<file path="src/eftf_pkg.sv">
package eftf_pkg;

    // Default sizes of the coordinate and edge-function datapaths.
    localparam int COORD_BITS_DEFAULT = 12;
    localparam int EDGE_BITS_DEFAULT  = 32;

    // Fixed field widths.
    localparam int CFG_W       = 12;
    localparam int CFG_INDEX_W = 1;
    localparam int PIX_W       = 11;
    localparam int COLOR_W     = 32;

    // Configuration register indexes and their reset values.
    localparam logic [CFG_INDEX_W-1:0] REG_FRAME_WIDTH  = 1'b0;
    localparam logic [CFG_INDEX_W-1:0] REG_FRAME_HEIGHT = 1'b1;
    localparam logic [CFG_W-1:0]       FRAME_WIDTH_RESET  = 12'd640;
    localparam logic [CFG_W-1:0]       FRAME_HEIGHT_RESET = 12'd480;

    // Command codes carried by an input beat.
    localparam logic CMD_START   = 1'b0;
    localparam logic CMD_ADVANCE = 1'b1;

    // Setup sequencer: six products, one accumulate trailing the last one.
    localparam int                STEP_W   = 3;
    localparam logic [STEP_W-1:0] MUL_LAST = 3'd6;

    // Term selects within one edge function.
    localparam logic TERM_ROW = 1'b0;
    localparam logic TERM_COL = 1'b1;

    typedef enum logic [1:0] {
        ST_IDLE,
        ST_BOX,
        ST_MUL,
        ST_RUN
    } ctrl_state_t;

    // Commands from the controller to the datapath.
    typedef struct packed {
        logic       load_vertices;
        logic       load_box;
        logic       mul_en;
        logic [1:0] mul_edge;
        logic       mul_term;
        logic       acc_en;
        logic [1:0] acc_edge;
        logic       acc_term;
        logic       pixel_step;
        logic       idle_result;
    } dp_cmd_t;

    // Status from the datapath to the controller.
    typedef struct packed {
        logic box_empty;
        logic fin;
    } dp_status_t;

endpackage

</file>
<file path="src/eftf_in_if.sv">
interface eftf_in_if #(
    parameter int COORD_BITS = eftf_pkg::COORD_BITS_DEFAULT
);
    import eftf_pkg::*;

    logic                         valid;
    logic                         ready;
    logic                         command;
    logic signed [COORD_BITS-1:0] vertex_a_x;
    logic signed [COORD_BITS-1:0] vertex_a_y;
    logic signed [COORD_BITS-1:0] vertex_b_x;
    logic signed [COORD_BITS-1:0] vertex_b_y;
    logic signed [COORD_BITS-1:0] vertex_c_x;
    logic signed [COORD_BITS-1:0] vertex_c_y;
    logic [COLOR_W-1:0]           fill_color;

    modport source (
        output valid, command, vertex_a_x, vertex_a_y, vertex_b_x, vertex_b_y,
               vertex_c_x, vertex_c_y, fill_color,
        input  ready
    );

    modport sink (
        input  valid, command, vertex_a_x, vertex_a_y, vertex_b_x, vertex_b_y,
               vertex_c_x, vertex_c_y, fill_color,
        output ready
    );
endinterface

</file>
<file path="src/eftf_out_if.sv">
interface eftf_out_if;
    import eftf_pkg::*;

    logic               valid;
    logic               ready;
    logic [PIX_W-1:0]   pixel_x;
    logic [PIX_W-1:0]   pixel_y;
    logic               covered;
    logic [COLOR_W-1:0] pixel_color;
    logic               last;
    logic               active;

    modport source (
        output valid, pixel_x, pixel_y, covered, pixel_color, last, active,
        input  ready
    );

    modport sink (
        input  valid, pixel_x, pixel_y, covered, pixel_color, last, active,
        output ready
    );
endinterface

</file>
<file path="src/eftf_ctrl.sv">
module eftf_ctrl (
    input  logic                 clk,
    input  logic                 rst_n,
    input  logic                 job_valid,
    input  logic                 job_command,
    output logic                 job_ready,
    output logic                 pixel_valid,
    input  logic                 pixel_ready,
    input  eftf_pkg::dp_status_t status,
    output eftf_pkg::dp_cmd_t    cmd
);
    import eftf_pkg::*;

    ctrl_state_t       state_reg;
    ctrl_state_t       state_next;
    logic [STEP_W-1:0] step_reg;
    logic [STEP_W-1:0] step_next;
    logic [STEP_W-1:0] step_prev;
    logic              pixel_valid_reg;
    logic              pixel_valid_next;
    logic              job_accept;

    // Beats are taken only outside setup, and only when the result slot is free or draining.
    assign job_ready   = ((state_reg == ST_IDLE) || (state_reg == ST_RUN))
                         && (!pixel_valid_reg || pixel_ready);
    assign job_accept  = job_valid && job_ready;
    assign pixel_valid = pixel_valid_reg;
    assign step_prev   = step_reg - STEP_W'(1);

    // State, setup step counter and result valid flag.
    always_ff @(posedge clk or negedge rst_n)
    begin
        if (!rst_n)
        begin
            state_reg       <= ST_IDLE;
            step_reg        <= '0;
            pixel_valid_reg <= 1'b0;
        end
        else
        begin
            state_reg       <= state_next;
            step_reg        <= step_next;
            pixel_valid_reg <= pixel_valid_next;
        end
    end

    // Next state and datapath commands.
    always_comb
    begin
        state_next       = state_reg;
        step_next        = step_reg;
        pixel_valid_next = pixel_valid_reg && !pixel_ready;
        cmd              = '0;

        unique case (state_reg)
            ST_IDLE, ST_RUN:
            begin
                if (job_accept)
                begin
                    if (job_command == CMD_START)
                    begin
                        cmd.load_vertices = 1'b1;
                        state_next        = ST_BOX;
                    end
                    else
                    begin
                        pixel_valid_next = 1'b1;
                        if (state_reg == ST_RUN)
                        begin
                            cmd.pixel_step = 1'b1;
                            if (status.fin)
                            begin
                                state_next = ST_IDLE;
                            end
                        end
                        else
                        begin
                            cmd.idle_result = 1'b1;
                        end
                    end
                end
            end

            ST_BOX:
            begin
                cmd.load_box = 1'b1;
                step_next    = '0;
                state_next   = status.box_empty ? ST_IDLE : ST_MUL;
            end

            ST_MUL:
            begin
                // Each step but the last starts one product; each step but the first folds in the one before it.
                cmd.mul_en   = (step_reg != MUL_LAST);
                cmd.mul_edge = step_reg[2:1];
                cmd.mul_term = step_reg[0];
                cmd.acc_en   = (step_reg != '0);
                cmd.acc_edge = step_prev[2:1];
                cmd.acc_term = step_prev[0];
                step_next    = step_reg + STEP_W'(1);
                if (step_reg == MUL_LAST)
                begin
                    state_next = ST_RUN;
                end
            end
        endcase
    end

endmodule

</file>
<file path="src/eftf_datapath.sv">
module eftf_datapath #(
    parameter int COORD_BITS = eftf_pkg::COORD_BITS_DEFAULT,
    parameter int EDGE_BITS  = eftf_pkg::EDGE_BITS_DEFAULT
) (
    input  logic                                clk,
    input  logic                                rst_n,
    input  logic                                cfg_we,
    input  logic [eftf_pkg::CFG_INDEX_W-1:0]    cfg_index,
    input  logic [eftf_pkg::CFG_W-1:0]          cfg_data,
    input  logic signed [COORD_BITS-1:0]        vertex_a_x,
    input  logic signed [COORD_BITS-1:0]        vertex_a_y,
    input  logic signed [COORD_BITS-1:0]        vertex_b_x,
    input  logic signed [COORD_BITS-1:0]        vertex_b_y,
    input  logic signed [COORD_BITS-1:0]        vertex_c_x,
    input  logic signed [COORD_BITS-1:0]        vertex_c_y,
    input  logic [eftf_pkg::COLOR_W-1:0]        fill_color,
    input  eftf_pkg::dp_cmd_t                   cmd,
    output eftf_pkg::dp_status_t                status,
    output logic [eftf_pkg::PIX_W-1:0]          pixel_x,
    output logic [eftf_pkg::PIX_W-1:0]          pixel_y,
    output logic                                covered,
    output logic [eftf_pkg::COLOR_W-1:0]        pixel_color,
    output logic                                last,
    output logic                                active
);
    import eftf_pkg::*;

    localparam int DIFF_W     = COORD_BITS + 1;
    localparam int CUR_W      = COORD_BITS - 1;
    localparam int PROD_W     = 2 * DIFF_W;
    localparam int PROD_EXT_W = (PROD_W > EDGE_BITS) ? PROD_W : EDGE_BITS;
    localparam int CMP_W      = ((COORD_BITS > CFG_W) ? COORD_BITS : CFG_W) + 2;
    localparam int PIX_EXT_W  = (CUR_W > PIX_W) ? CUR_W : PIX_W;

    // Configuration.
    logic [CFG_W-1:0] frame_width_reg;
    logic [CFG_W-1:0] frame_height_reg;

    // Latched triangle.
    logic signed [COORD_BITS-1:0] vx_reg [3];
    logic signed [COORD_BITS-1:0] vy_reg [3];
    logic [COLOR_W-1:0]           color_reg;

    // Box, deltas and edge functions.
    logic [CUR_W-1:0]         lo_x_reg, hi_x_reg, lo_y_reg, hi_y_reg;
    logic signed [DIFF_W-1:0] dx_reg [3];
    logic signed [DIFF_W-1:0] dy_reg [3];
    logic signed [DIFF_W-1:0] dx_next [3];
    logic signed [DIFF_W-1:0] dy_next [3];
    logic [EDGE_BITS-1:0]     prod_reg;
    logic [EDGE_BITS-1:0]     prod_next;
    logic [EDGE_BITS-1:0]     edge_reg [3];
    logic [EDGE_BITS-1:0]     edge_step [3];

    // Raster cursor.
    logic [CUR_W-1:0] cursor_x_reg;
    logic [CUR_W-1:0] cursor_y_reg;
    logic             odd_row_reg;

    // Result payload.
    logic [PIX_W-1:0]   pixel_x_reg, pixel_y_reg;
    logic               covered_reg, last_reg, active_reg;
    logic [COLOR_W-1:0] pixel_color_reg;

    // Box logic.
    logic signed [COORD_BITS-1:0] min_x, max_x, min_y, max_y;
    logic signed [CMP_W-1:0]      lo_x_w, hi_x_w, lo_y_w, hi_y_w;
    logic signed [CMP_W-1:0]      min_x_w, max_x_w, min_y_w, max_y_w;
    logic signed [CMP_W-1:0]      fw_lim, fh_lim;

    // Multiplier operands.
    logic signed [COORD_BITS-1:0] sel_vx, sel_vy;
    logic signed [DIFF_W-1:0]     sel_dx, sel_dy;
    logic signed [DIFF_W-1:0]     mul_a, mul_b;
    logic signed [PROD_W-1:0]     prod_full;
    logic signed [PROD_EXT_W-1:0] prod_ext;

    // Pixel step.
    logic                 row_end;
    logic                 fin;
    logic                 cov;
    logic [PIX_EXT_W-1:0] cur_x_ext, cur_y_ext;

    assign pixel_x     = pixel_x_reg;
    assign pixel_y     = pixel_y_reg;
    assign covered     = covered_reg;
    assign pixel_color = pixel_color_reg;
    assign last        = last_reg;
    assign active      = active_reg;

    // Frame size registers.
    always_ff @(posedge clk or negedge rst_n)
    begin
        if (!rst_n)
        begin
            frame_width_reg  <= FRAME_WIDTH_RESET;
            frame_height_reg <= FRAME_HEIGHT_RESET;
        end
        else if (cfg_we)
        begin
            unique case (cfg_index)
                REG_FRAME_WIDTH:  frame_width_reg  <= cfg_data;
                REG_FRAME_HEIGHT: frame_height_reg <= cfg_data;
            endcase
        end
    end

    // Bounding box clipped to the frame.
    always_comb
    begin
        min_x = vx_reg[0];
        max_x = vx_reg[0];
        min_y = vy_reg[0];
        max_y = vy_reg[0];
        for (int i = 1; i < 3; i++)
        begin
            if (vx_reg[i] < min_x) min_x = vx_reg[i];
            if (vx_reg[i] > max_x) max_x = vx_reg[i];
            if (vy_reg[i] < min_y) min_y = vy_reg[i];
            if (vy_reg[i] > max_y) max_y = vy_reg[i];
        end
        min_x_w = CMP_W'(min_x);
        max_x_w = CMP_W'(max_x);
        min_y_w = CMP_W'(min_y);
        max_y_w = CMP_W'(max_y);
        fw_lim  = $signed(CMP_W'(frame_width_reg)) - CMP_W'(1);
        fh_lim  = $signed(CMP_W'(frame_height_reg)) - CMP_W'(1);
        lo_x_w  = (min_x_w < 0) ? '0 : min_x_w;
        lo_y_w  = (min_y_w < 0) ? '0 : min_y_w;
        hi_x_w  = (max_x_w < fw_lim) ? max_x_w : fw_lim;
        hi_y_w  = (max_y_w < fh_lim) ? max_y_w : fh_lim;
    end

    assign status.box_empty = (lo_x_w > hi_x_w) || (lo_y_w > hi_y_w);

    // Edge deltas: edge i runs from vertex i to the next one around the triangle.
    always_comb
    begin
        for (int i = 0; i < 3; i++)
        begin
            dx_next[i] = DIFF_W'(vx_reg[(i == 2) ? 0 : i + 1]) - DIFF_W'(vx_reg[i]);
            dy_next[i] = DIFF_W'(vy_reg[(i == 2) ? 0 : i + 1]) - DIFF_W'(vy_reg[i]);
        end
    end

    // Shared multiplier for the edge values at the box corner.
    always_comb
    begin
        unique case (cmd.mul_edge)
            2'd0:
            begin
                sel_vx = vx_reg[0];
                sel_vy = vy_reg[0];
                sel_dx = dx_reg[0];
                sel_dy = dy_reg[0];
            end
            2'd1:
            begin
                sel_vx = vx_reg[1];
                sel_vy = vy_reg[1];
                sel_dx = dx_reg[1];
                sel_dy = dy_reg[1];
            end
            default:
            begin
                sel_vx = vx_reg[2];
                sel_vy = vy_reg[2];
                sel_dx = dx_reg[2];
                sel_dy = dy_reg[2];
            end
        endcase

        if (cmd.mul_term == TERM_ROW)
        begin
            mul_a = $signed(DIFF_W'(lo_y_reg)) - DIFF_W'(sel_vy);
            mul_b = sel_dx;
        end
        else
        begin
            mul_a = $signed(DIFF_W'(lo_x_reg)) - DIFF_W'(sel_vx);
            mul_b = sel_dy;
        end
        prod_full = mul_a * mul_b;
        prod_ext  = PROD_EXT_W'(prod_full);
        prod_next = prod_ext[EDGE_BITS-1:0];
    end

    // Serpentine walk decisions and incremental edge updates.
    always_comb
    begin
        row_end = odd_row_reg ? (cursor_x_reg == lo_x_reg) : (cursor_x_reg == hi_x_reg);
        fin     = row_end && (cursor_y_reg == hi_y_reg);
        cov     = !edge_reg[0][EDGE_BITS-1] && !edge_reg[1][EDGE_BITS-1]
                  && !edge_reg[2][EDGE_BITS-1];
        for (int i = 0; i < 3; i++)
        begin
            if (row_end)
                edge_step[i] = edge_reg[i] + EDGE_BITS'(dx_reg[i]);
            else if (odd_row_reg)
                edge_step[i] = edge_reg[i] + EDGE_BITS'(dy_reg[i]);
            else
                edge_step[i] = edge_reg[i] - EDGE_BITS'(dy_reg[i]);
        end
        cur_x_ext = PIX_EXT_W'(cursor_x_reg);
        cur_y_ext = PIX_EXT_W'(cursor_y_reg);
    end

    assign status.fin = fin;

    // Triangle and box registers.
    always_ff @(posedge clk)
    begin
        if (cmd.load_vertices)
        begin
            vx_reg[0] <= vertex_a_x;
            vy_reg[0] <= vertex_a_y;
            vx_reg[1] <= vertex_b_x;
            vy_reg[1] <= vertex_b_y;
            vx_reg[2] <= vertex_c_x;
            vy_reg[2] <= vertex_c_y;
            color_reg <= fill_color;
        end
        if (cmd.load_box)
        begin
            lo_x_reg <= lo_x_w[CUR_W-1:0];
            hi_x_reg <= hi_x_w[CUR_W-1:0];
            lo_y_reg <= lo_y_w[CUR_W-1:0];
            hi_y_reg <= hi_y_w[CUR_W-1:0];
            for (int i = 0; i < 3; i++)
            begin
                dx_reg[i] <= dx_next[i];
                dy_reg[i] <= dy_next[i];
            end
        end
        if (cmd.mul_en)
        begin
            prod_reg <= prod_next;
        end
    end

    // Edge values: built up during setup, stepped per pixel.
    always_ff @(posedge clk)
    begin
        for (int i = 0; i < 3; i++)
        begin
            if (cmd.acc_en && (cmd.acc_edge == 2'(i)))
            begin
                edge_reg[i] <= (cmd.acc_term == TERM_ROW) ? prod_reg : edge_reg[i] - prod_reg;
            end
            else if (cmd.pixel_step)
            begin
                edge_reg[i] <= edge_step[i];
            end
        end
    end

    // Cursor.
    always_ff @(posedge clk)
    begin
        if (cmd.load_box)
        begin
            cursor_x_reg <= lo_x_w[CUR_W-1:0];
            cursor_y_reg <= lo_y_w[CUR_W-1:0];
            odd_row_reg  <= 1'b0;
        end
        else if (cmd.pixel_step)
        begin
            if (!row_end)
            begin
                cursor_x_reg <= odd_row_reg ? cursor_x_reg - CUR_W'(1)
                                            : cursor_x_reg + CUR_W'(1);
            end
            else if (!fin)
            begin
                cursor_y_reg <= cursor_y_reg + CUR_W'(1);
                odd_row_reg  <= !odd_row_reg;
            end
        end
    end

    // Result register.
    always_ff @(posedge clk)
    begin
        if (cmd.pixel_step)
        begin
            pixel_x_reg     <= cur_x_ext[PIX_W-1:0];
            pixel_y_reg     <= cur_y_ext[PIX_W-1:0];
            covered_reg     <= cov;
            pixel_color_reg <= cov ? color_reg : '0;
            last_reg        <= fin;
            active_reg      <= 1'b1;
        end
        else if (cmd.idle_result)
        begin
            pixel_x_reg     <= '0;
            pixel_y_reg     <= '0;
            covered_reg     <= 1'b0;
            pixel_color_reg <= '0;
            last_reg        <= 1'b0;
            active_reg      <= 1'b0;
        end
    end

endmodule

</file>
<file path="src/edge_function_triangle_fill_top.sv">
// Channel  Direction  Beat contents
// -------  ---------  ---------------------------------------------------------------
// job      in         command, three vertices, fill color
// pixel    out        pixel_x, pixel_y, covered, pixel_color, last, active
// cfg      in         write enable, register index, write data (frame width, height)
//
// An advance beat's pixel is presented in the cycle after the beat is taken.
// A start beat holds job.ready low through setup: first the clipped box and deltas,
// then one shared multiplier forms the six corner products in turn; an empty box skips them.
// A new beat is taken while a pixel waits only if pixel.ready is high in that cycle.
// rst_n clears the sequencer and the pending pixel and restores a 640 x 480 frame.
module edge_function_triangle_fill_top #(
    parameter int COORD_BITS = eftf_pkg::COORD_BITS_DEFAULT,
    parameter int EDGE_BITS  = eftf_pkg::EDGE_BITS_DEFAULT
) (
    input  logic                             clk,
    input  logic                             rst_n,
    input  logic                             cfg_we,
    input  logic [eftf_pkg::CFG_INDEX_W-1:0] cfg_index,
    input  logic [eftf_pkg::CFG_W-1:0]       cfg_data,
    eftf_in_if.sink                          job,
    eftf_out_if.source                       pixel
);
    import eftf_pkg::*;

    dp_cmd_t    cmd;
    dp_status_t status;
    logic       job_accept;

    assign job_accept = job.valid && job.ready;

    // Sequencer and handshake control.
    eftf_ctrl u_ctrl (
        .clk         (clk),
        .rst_n       (rst_n),
        .job_valid   (job.valid),
        .job_command (job.command),
        .job_ready   (job.ready),
        .pixel_valid (pixel.valid),
        .pixel_ready (pixel.ready),
        .status      (status),
        .cmd         (cmd)
    );

    // Box setup, edge arithmetic and result register.
    eftf_datapath #(
        .COORD_BITS (COORD_BITS),
        .EDGE_BITS  (EDGE_BITS)
    ) u_datapath (
        .clk         (clk),
        .rst_n       (rst_n),
        .cfg_we      (cfg_we),
        .cfg_index   (cfg_index),
        .cfg_data    (cfg_data),
        .vertex_a_x  (job.vertex_a_x),
        .vertex_a_y  (job.vertex_a_y),
        .vertex_b_x  (job.vertex_b_x),
        .vertex_b_y  (job.vertex_b_y),
        .vertex_c_x  (job.vertex_c_x),
        .vertex_c_y  (job.vertex_c_y),
        .fill_color  (job.fill_color),
        .cmd         (cmd),
        .status      (status),
        .pixel_x     (pixel.pixel_x),
        .pixel_y     (pixel.pixel_y),
        .covered     (pixel.covered),
        .pixel_color (pixel.pixel_color),
        .last        (pixel.last),
        .active      (pixel.active)
    );

    // Setup blocks further beats right after a start beat.
    assert property (@(posedge clk) disable iff (!rst_n)
        job_accept && (job.command == CMD_START) |=> !job.ready)
        else $error("job.ready high in the cycle after a start beat");

    // Every advance beat puts a pixel on the output in the next cycle.
    assert property (@(posedge clk) disable iff (!rst_n)
        job_accept && (job.command == CMD_ADVANCE) |=> pixel.valid)
        else $error("advance beat did not produce a pixel");

    // A pixel with no triangle in progress carries all-zero fields.
    assert property (@(posedge clk) disable iff (!rst_n)
        pixel.valid && !pixel.active |-> (pixel.pixel_x == '0) && (pixel.pixel_y == '0)
            && !pixel.covered && (pixel.pixel_color == '0) && !pixel.last)
        else $error("idle pixel carries nonzero fields");

    // The final pixel of a box comes back to idle: no further pixel step until a new start.
    assert property (@(posedge clk) disable iff (!rst_n)
        cmd.pixel_step && status.fin |=> !cmd.pixel_step)
        else $error("pixel step issued after the final pixel of the box");

endmodule
</file>
<file path="src/flat_wrapper.sv">
// flat-port wrapper written by rule: the top's interface ports become plain ports
module edge_function_triangle_fill_top_flat import eftf_pkg::*;
#(
    parameter int COORD_BITS = eftf_pkg::COORD_BITS_DEFAULT,
    parameter int EDGE_BITS  = eftf_pkg::EDGE_BITS_DEFAULT
)
  (clk, rst_n, cfg_we, cfg_index, cfg_data, job_valid, job_command, job_vertex_a_x, job_vertex_a_y, job_vertex_b_x, job_vertex_b_y, job_vertex_c_x, job_vertex_c_y, job_fill_color, job_ready, pixel_valid, pixel_pixel_x, pixel_pixel_y, pixel_covered, pixel_pixel_color, pixel_last, pixel_active, pixel_ready);
  eftf_in_if #(.COORD_BITS(COORD_BITS)) job_i ();
  eftf_out_if pixel_i ();
  input  logic clk;
  input  logic rst_n;
  input  logic cfg_we;
  input  logic [eftf_pkg::CFG_INDEX_W-1:0] cfg_index;
  input  logic [eftf_pkg::CFG_W-1:0] cfg_data;
  input wire logic [$bits(job_i.valid)-1:0] job_valid;
  input wire logic [$bits(job_i.command)-1:0] job_command;
  input wire logic [$bits(job_i.vertex_a_x)-1:0] job_vertex_a_x;
  input wire logic [$bits(job_i.vertex_a_y)-1:0] job_vertex_a_y;
  input wire logic [$bits(job_i.vertex_b_x)-1:0] job_vertex_b_x;
  input wire logic [$bits(job_i.vertex_b_y)-1:0] job_vertex_b_y;
  input wire logic [$bits(job_i.vertex_c_x)-1:0] job_vertex_c_x;
  input wire logic [$bits(job_i.vertex_c_y)-1:0] job_vertex_c_y;
  input wire logic [$bits(job_i.fill_color)-1:0] job_fill_color;
  output wire logic [$bits(job_i.ready)-1:0] job_ready;
  output wire logic [$bits(pixel_i.valid)-1:0] pixel_valid;
  output wire logic [$bits(pixel_i.pixel_x)-1:0] pixel_pixel_x;
  output wire logic [$bits(pixel_i.pixel_y)-1:0] pixel_pixel_y;
  output wire logic [$bits(pixel_i.covered)-1:0] pixel_covered;
  output wire logic [$bits(pixel_i.pixel_color)-1:0] pixel_pixel_color;
  output wire logic [$bits(pixel_i.last)-1:0] pixel_last;
  output wire logic [$bits(pixel_i.active)-1:0] pixel_active;
  input wire logic [$bits(pixel_i.ready)-1:0] pixel_ready;
  assign job_i.valid = job_valid;
  assign job_i.command = job_command;
  assign job_i.vertex_a_x = job_vertex_a_x;
  assign job_i.vertex_a_y = job_vertex_a_y;
  assign job_i.vertex_b_x = job_vertex_b_x;
  assign job_i.vertex_b_y = job_vertex_b_y;
  assign job_i.vertex_c_x = job_vertex_c_x;
  assign job_i.vertex_c_y = job_vertex_c_y;
  assign job_i.fill_color = job_fill_color;
  assign job_ready = job_i.ready;
  assign pixel_valid = pixel_i.valid;
  assign pixel_pixel_x = pixel_i.pixel_x;
  assign pixel_pixel_y = pixel_i.pixel_y;
  assign pixel_covered = pixel_i.covered;
  assign pixel_pixel_color = pixel_i.pixel_color;
  assign pixel_last = pixel_i.last;
  assign pixel_active = pixel_i.active;
  assign pixel_i.ready = pixel_ready;
  edge_function_triangle_fill_top #(.COORD_BITS(COORD_BITS), .EDGE_BITS(EDGE_BITS)) u_core (.clk(clk), .rst_n(rst_n), .cfg_we(cfg_we), .cfg_index(cfg_index), .cfg_data(cfg_data), .job(job_i), .pixel(pixel_i));
endmodule
</file>
<file path="config.mk">
export PLATFORM = sky130hd
export DESIGN_NAME = edge_function_triangle_fill_top_flat
export DESIGN_NICKNAME = d
export VERILOG_FILES = /design/src/eftf_pkg.sv /design/src/eftf_in_if.sv /design/src/eftf_out_if.sv /design/src/eftf_ctrl.sv /design/src/eftf_datapath.sv /design/src/edge_function_triangle_fill_top.sv /design/src/flat_wrapper.sv
export SDC_FILE = /design/constraint.sdc
export NUM_CORES = 2
export LEC_CHECK = 0
export BUFFER_PORTS_ARGS = -buffer_cell sky130_fd_sc_hd__clkbuf_2
export CORE_ASPECT_RATIO = 1.4
export CORE_MARGIN = 5
export CORE_UTILIZATION = 35
export CTS_CLUSTER_SIZE = 14
export DETAILED_ROUTE_END_ITERATION = 6
export SYNTH_ARGS = -nofsm -noshare
export SYNTH_HDL_FRONTEND = slang
export SYNTH_SLANG_ARGS = --single-unit
</file>
<file path="constraint.sdc">
create_clock -name clk -period 18.3 [get_ports clk]
set_clock_uncertainty 0.05 [all_clocks]
set_input_delay 1.83 -clock clk [delete_from_list [all_inputs] [get_ports clk]]
set_output_delay 1.83 -clock clk [all_outputs]
set_load 0.005 [all_outputs]
</file>
==> results.ini <==
[outcome]
status = complete, no violations

[clock_network]
htree_levels = 2
cts_root_buf = clkbuf_16
cts_setup_buffers = 0
clk_latency_ps = 660
ctsLongestPathBuffers = 3
clkTransAtPathRegs_ps = 70
cts_buffers = 52
cts_resized = 0
ctsHoldBuffers = 0
cts_tree = yes
clock-sinks = 458

[placement]
gp_congestion = 0.973
dp_hpwl_mm = 112
port_buffers = 181

[setup_path]
arrival_ps = 12480
setup.worst_path.end_class = flop
path_class = flop to flop
cp_slowest_cell = nor2_1
critPathLaunchType = flop
cpMostUsedCell = inv_1
crit_required_ps = 18610
max_stage_delay_ps = 940
cp_max_fo = 48

[die]
dieArea_um2 = 130000
initial_core_util_pct = 35.1
row_count = 152
pin_count = 182
die_x_um = 306
die_height_um = 424
core_area_um2 = 122000

[drt]
drt-initial-drc-count = 2194
drt-wirelength-per-cell_um = 21.8
dr.pass1.iters = 5
viasPerCell = 5.42
drt_drc_violations_left = 0
final_antenna_net_count = 0
vias = 34542
routed_wl_mm = 139

[logic_synthesis]
ys_warn_count = 0
async_flop_share_pct = 6.55
synth_compound_area_share_pct = 17.9
synth_area_per_cell_um2 = 9.39
synth.area.mux_share_pct = 3.37
yosysSeqAreaShare_pct = 31.7
synth_xor_area_share_pct = 6.98
yosys.area_share.simple_pct = 13.4
synth_area_um2 = 42900
yosys.cell_types.count = 89
yosys_most_used_dff = edfxtp_1
synth_edf_count = 426
syn_nets = 5337
postSynthCellCount = 4570
ys_seq_elements = 458
synthAdderAreaFrac_pct = 21.9
synth_top_family_by_area = adder cells

[global_route]
grt_pass1_vias = 35089
antenna_found_initial = 2
grt_use_total_pct = 20.6
grt_overflow_total = 0
grt_first_pass_wirelength_mm = 207
grt_max_degree = 72

[timing]
post-route-min-period_ps = 12170
slew_viol_final = 0
hold_viol = 0
worstMarginPinSlew_ps = 1190
setup_viol = 0
slew_headroom_pct = 20.5
final.setup.tns_ps = 0
fin_crit_sh_pct = 66.5
fmax_mhz = 82.2
fin_hold_ws_ps = 445
rsz0062_at_grt = false

[cells_and_area]
multi_input_area_um2 = 27300
fillers = 12263
syn2layout_area_growth_pct = 10.9
largest_reg_flops = 96
final_layout_size_suffix_gt1_share_pct = 9.33
layout.nets = 5484
diodes = 0
ff_latch_area_um2 = 13600

[job]
maxCapViolCount = 0

[worst_hold_path]
min-delay-path-class = flop to flop

==> through the flow <==
stage | cells | setup WS [ps] | area, um^2 | utilization, %
global route | 6377 | 5240 | 47600 | 38.9
detailed placement | 6280 | 6260 | 45800 | 37.4
finish | 6377 | 6130 | 47600 | 38.9
global placement | 6280 | 6400 | 45800 | 37.4
floorplan | 4570 | 8560 | 42900 | -
CTS | 6377 | 6230 | 47600 | 38.9
==> layout make-up <==
class / instances / share of cell area (%)
clock buffer: 65 / 3.01
clock inverter: 32 / 0.784
inverter: 405 / 3.20
multi-input combinational: 3569 / 57.5
sequential: 458 / 28.6
tap: 1617 / 4.25
timing repair buffer: 231 / 2.69
==> layout by cell type (no fill, tap or decap), types with 32 or more instances in the layout <==
cell type  netlist  final
nand2_1        392    391
clkbuf_2         0    181
fa_1           178    178
a21oi_1        413    412
o21bai_1        32     32
mux2i_1         56     56
nor2_1         356    354
nor3_1          58     58
nor2b_1         69     68
clkbuf_16        0     55
o21ai_0        254    251
inv_1          403    402
o21a_1          37     37
xnor2_1        213    213
a31oi_1         38     38
nand3_1         60     59
nand2b_1        83     83
and2_1          83     83
mux2_2          53     53
buf_4            1     50
ha_1           466    464
edfxtp_1       426    426
a21o_1         185    185
xor2_1         129    129
a211oi_1        50     50
==> routing by layer <==
metal	share of wire [%]	global-route usage [%]	up-vias
met4	8.3	13.7	0
met5	0	0	-
met1	37	22.4	16555
met2	50	37.6	1045
met3	4.5	2.61	390
li1	-	-	16552
==> cells by family after synthesis <==
family                   after synthesis
flip-flops                           458
XOR/XNOR                             342
AO/OA/AOI/OAI                       1222
adder cells (fa/ha/maj)              645
multiplexers                         130
AND/OR/NAND/NOR                     1230
buffers and inverters                543
==> critical path, delay by kind of cell, from the launching register on <==
kind                       cells  cell delay (ps)
adders and majority gates      9             4510
AOI/OAI and AO/OA             19             3820
and+or+nand+nor                6             1590
buffers and inverters          9             1290
xor gates and xnor gates       2              170
DFF                            1              430
==> synth_stat cells, drive strengths merged, types with 24 or more instances <==
cell	count	area share [%]
nor3	58	0.68
nor2b	69	1.0
xor2	129	2.6
xnor2	213	4.3
a21o	185	3.2
a22oi	31	0.54
nor2	358	3.2
ha	466	14
nand4	29	0.42
o21ai	258	3.0
mux2i	58	1.4
nand2b	83	1.2
edfxtp	426	30
mux2	72	2.0
a21oi	415	4.9
inv	403	3.5
o21bai	32	0.56
a211oi	51	0.90
or3	30	0.45
a31oi	40	0.61
and2	83	1.2
o21a	37	0.65
nand3	60	0.70
clkbuf	121	1.1
fa	178	8.3
nand2	392	3.4
dfrtp	24	1.4
==> final timing paths <==
path,start,to,slack [ps],cells past startpoint
max in group asynchronous,rst_n,u_core.u_datapath.frame_height_reg[4],16430,1
setup reg to reg,u_core.u_ctrl.state_reg[0],u_core.u_datapath.prod_reg[25],6130,45
hold reg to reg,u_core.u_datapath.active,u_core.u_datapath.active,450,2
hold / removal,u_core.u_datapath.active,u_core.u_datapath.active,450,2
min in group asynchronous,rst_n,u_core.u_datapath.frame_height_reg[11],1230,1
setup / recovery,u_core.u_ctrl.state_reg[0],u_core.u_datapath.prod_reg[25],6130,45
Power is left out: the tool's default activity adds up to more than one toggle a clock period on the data nets, which glitch-free logic cannot reach.
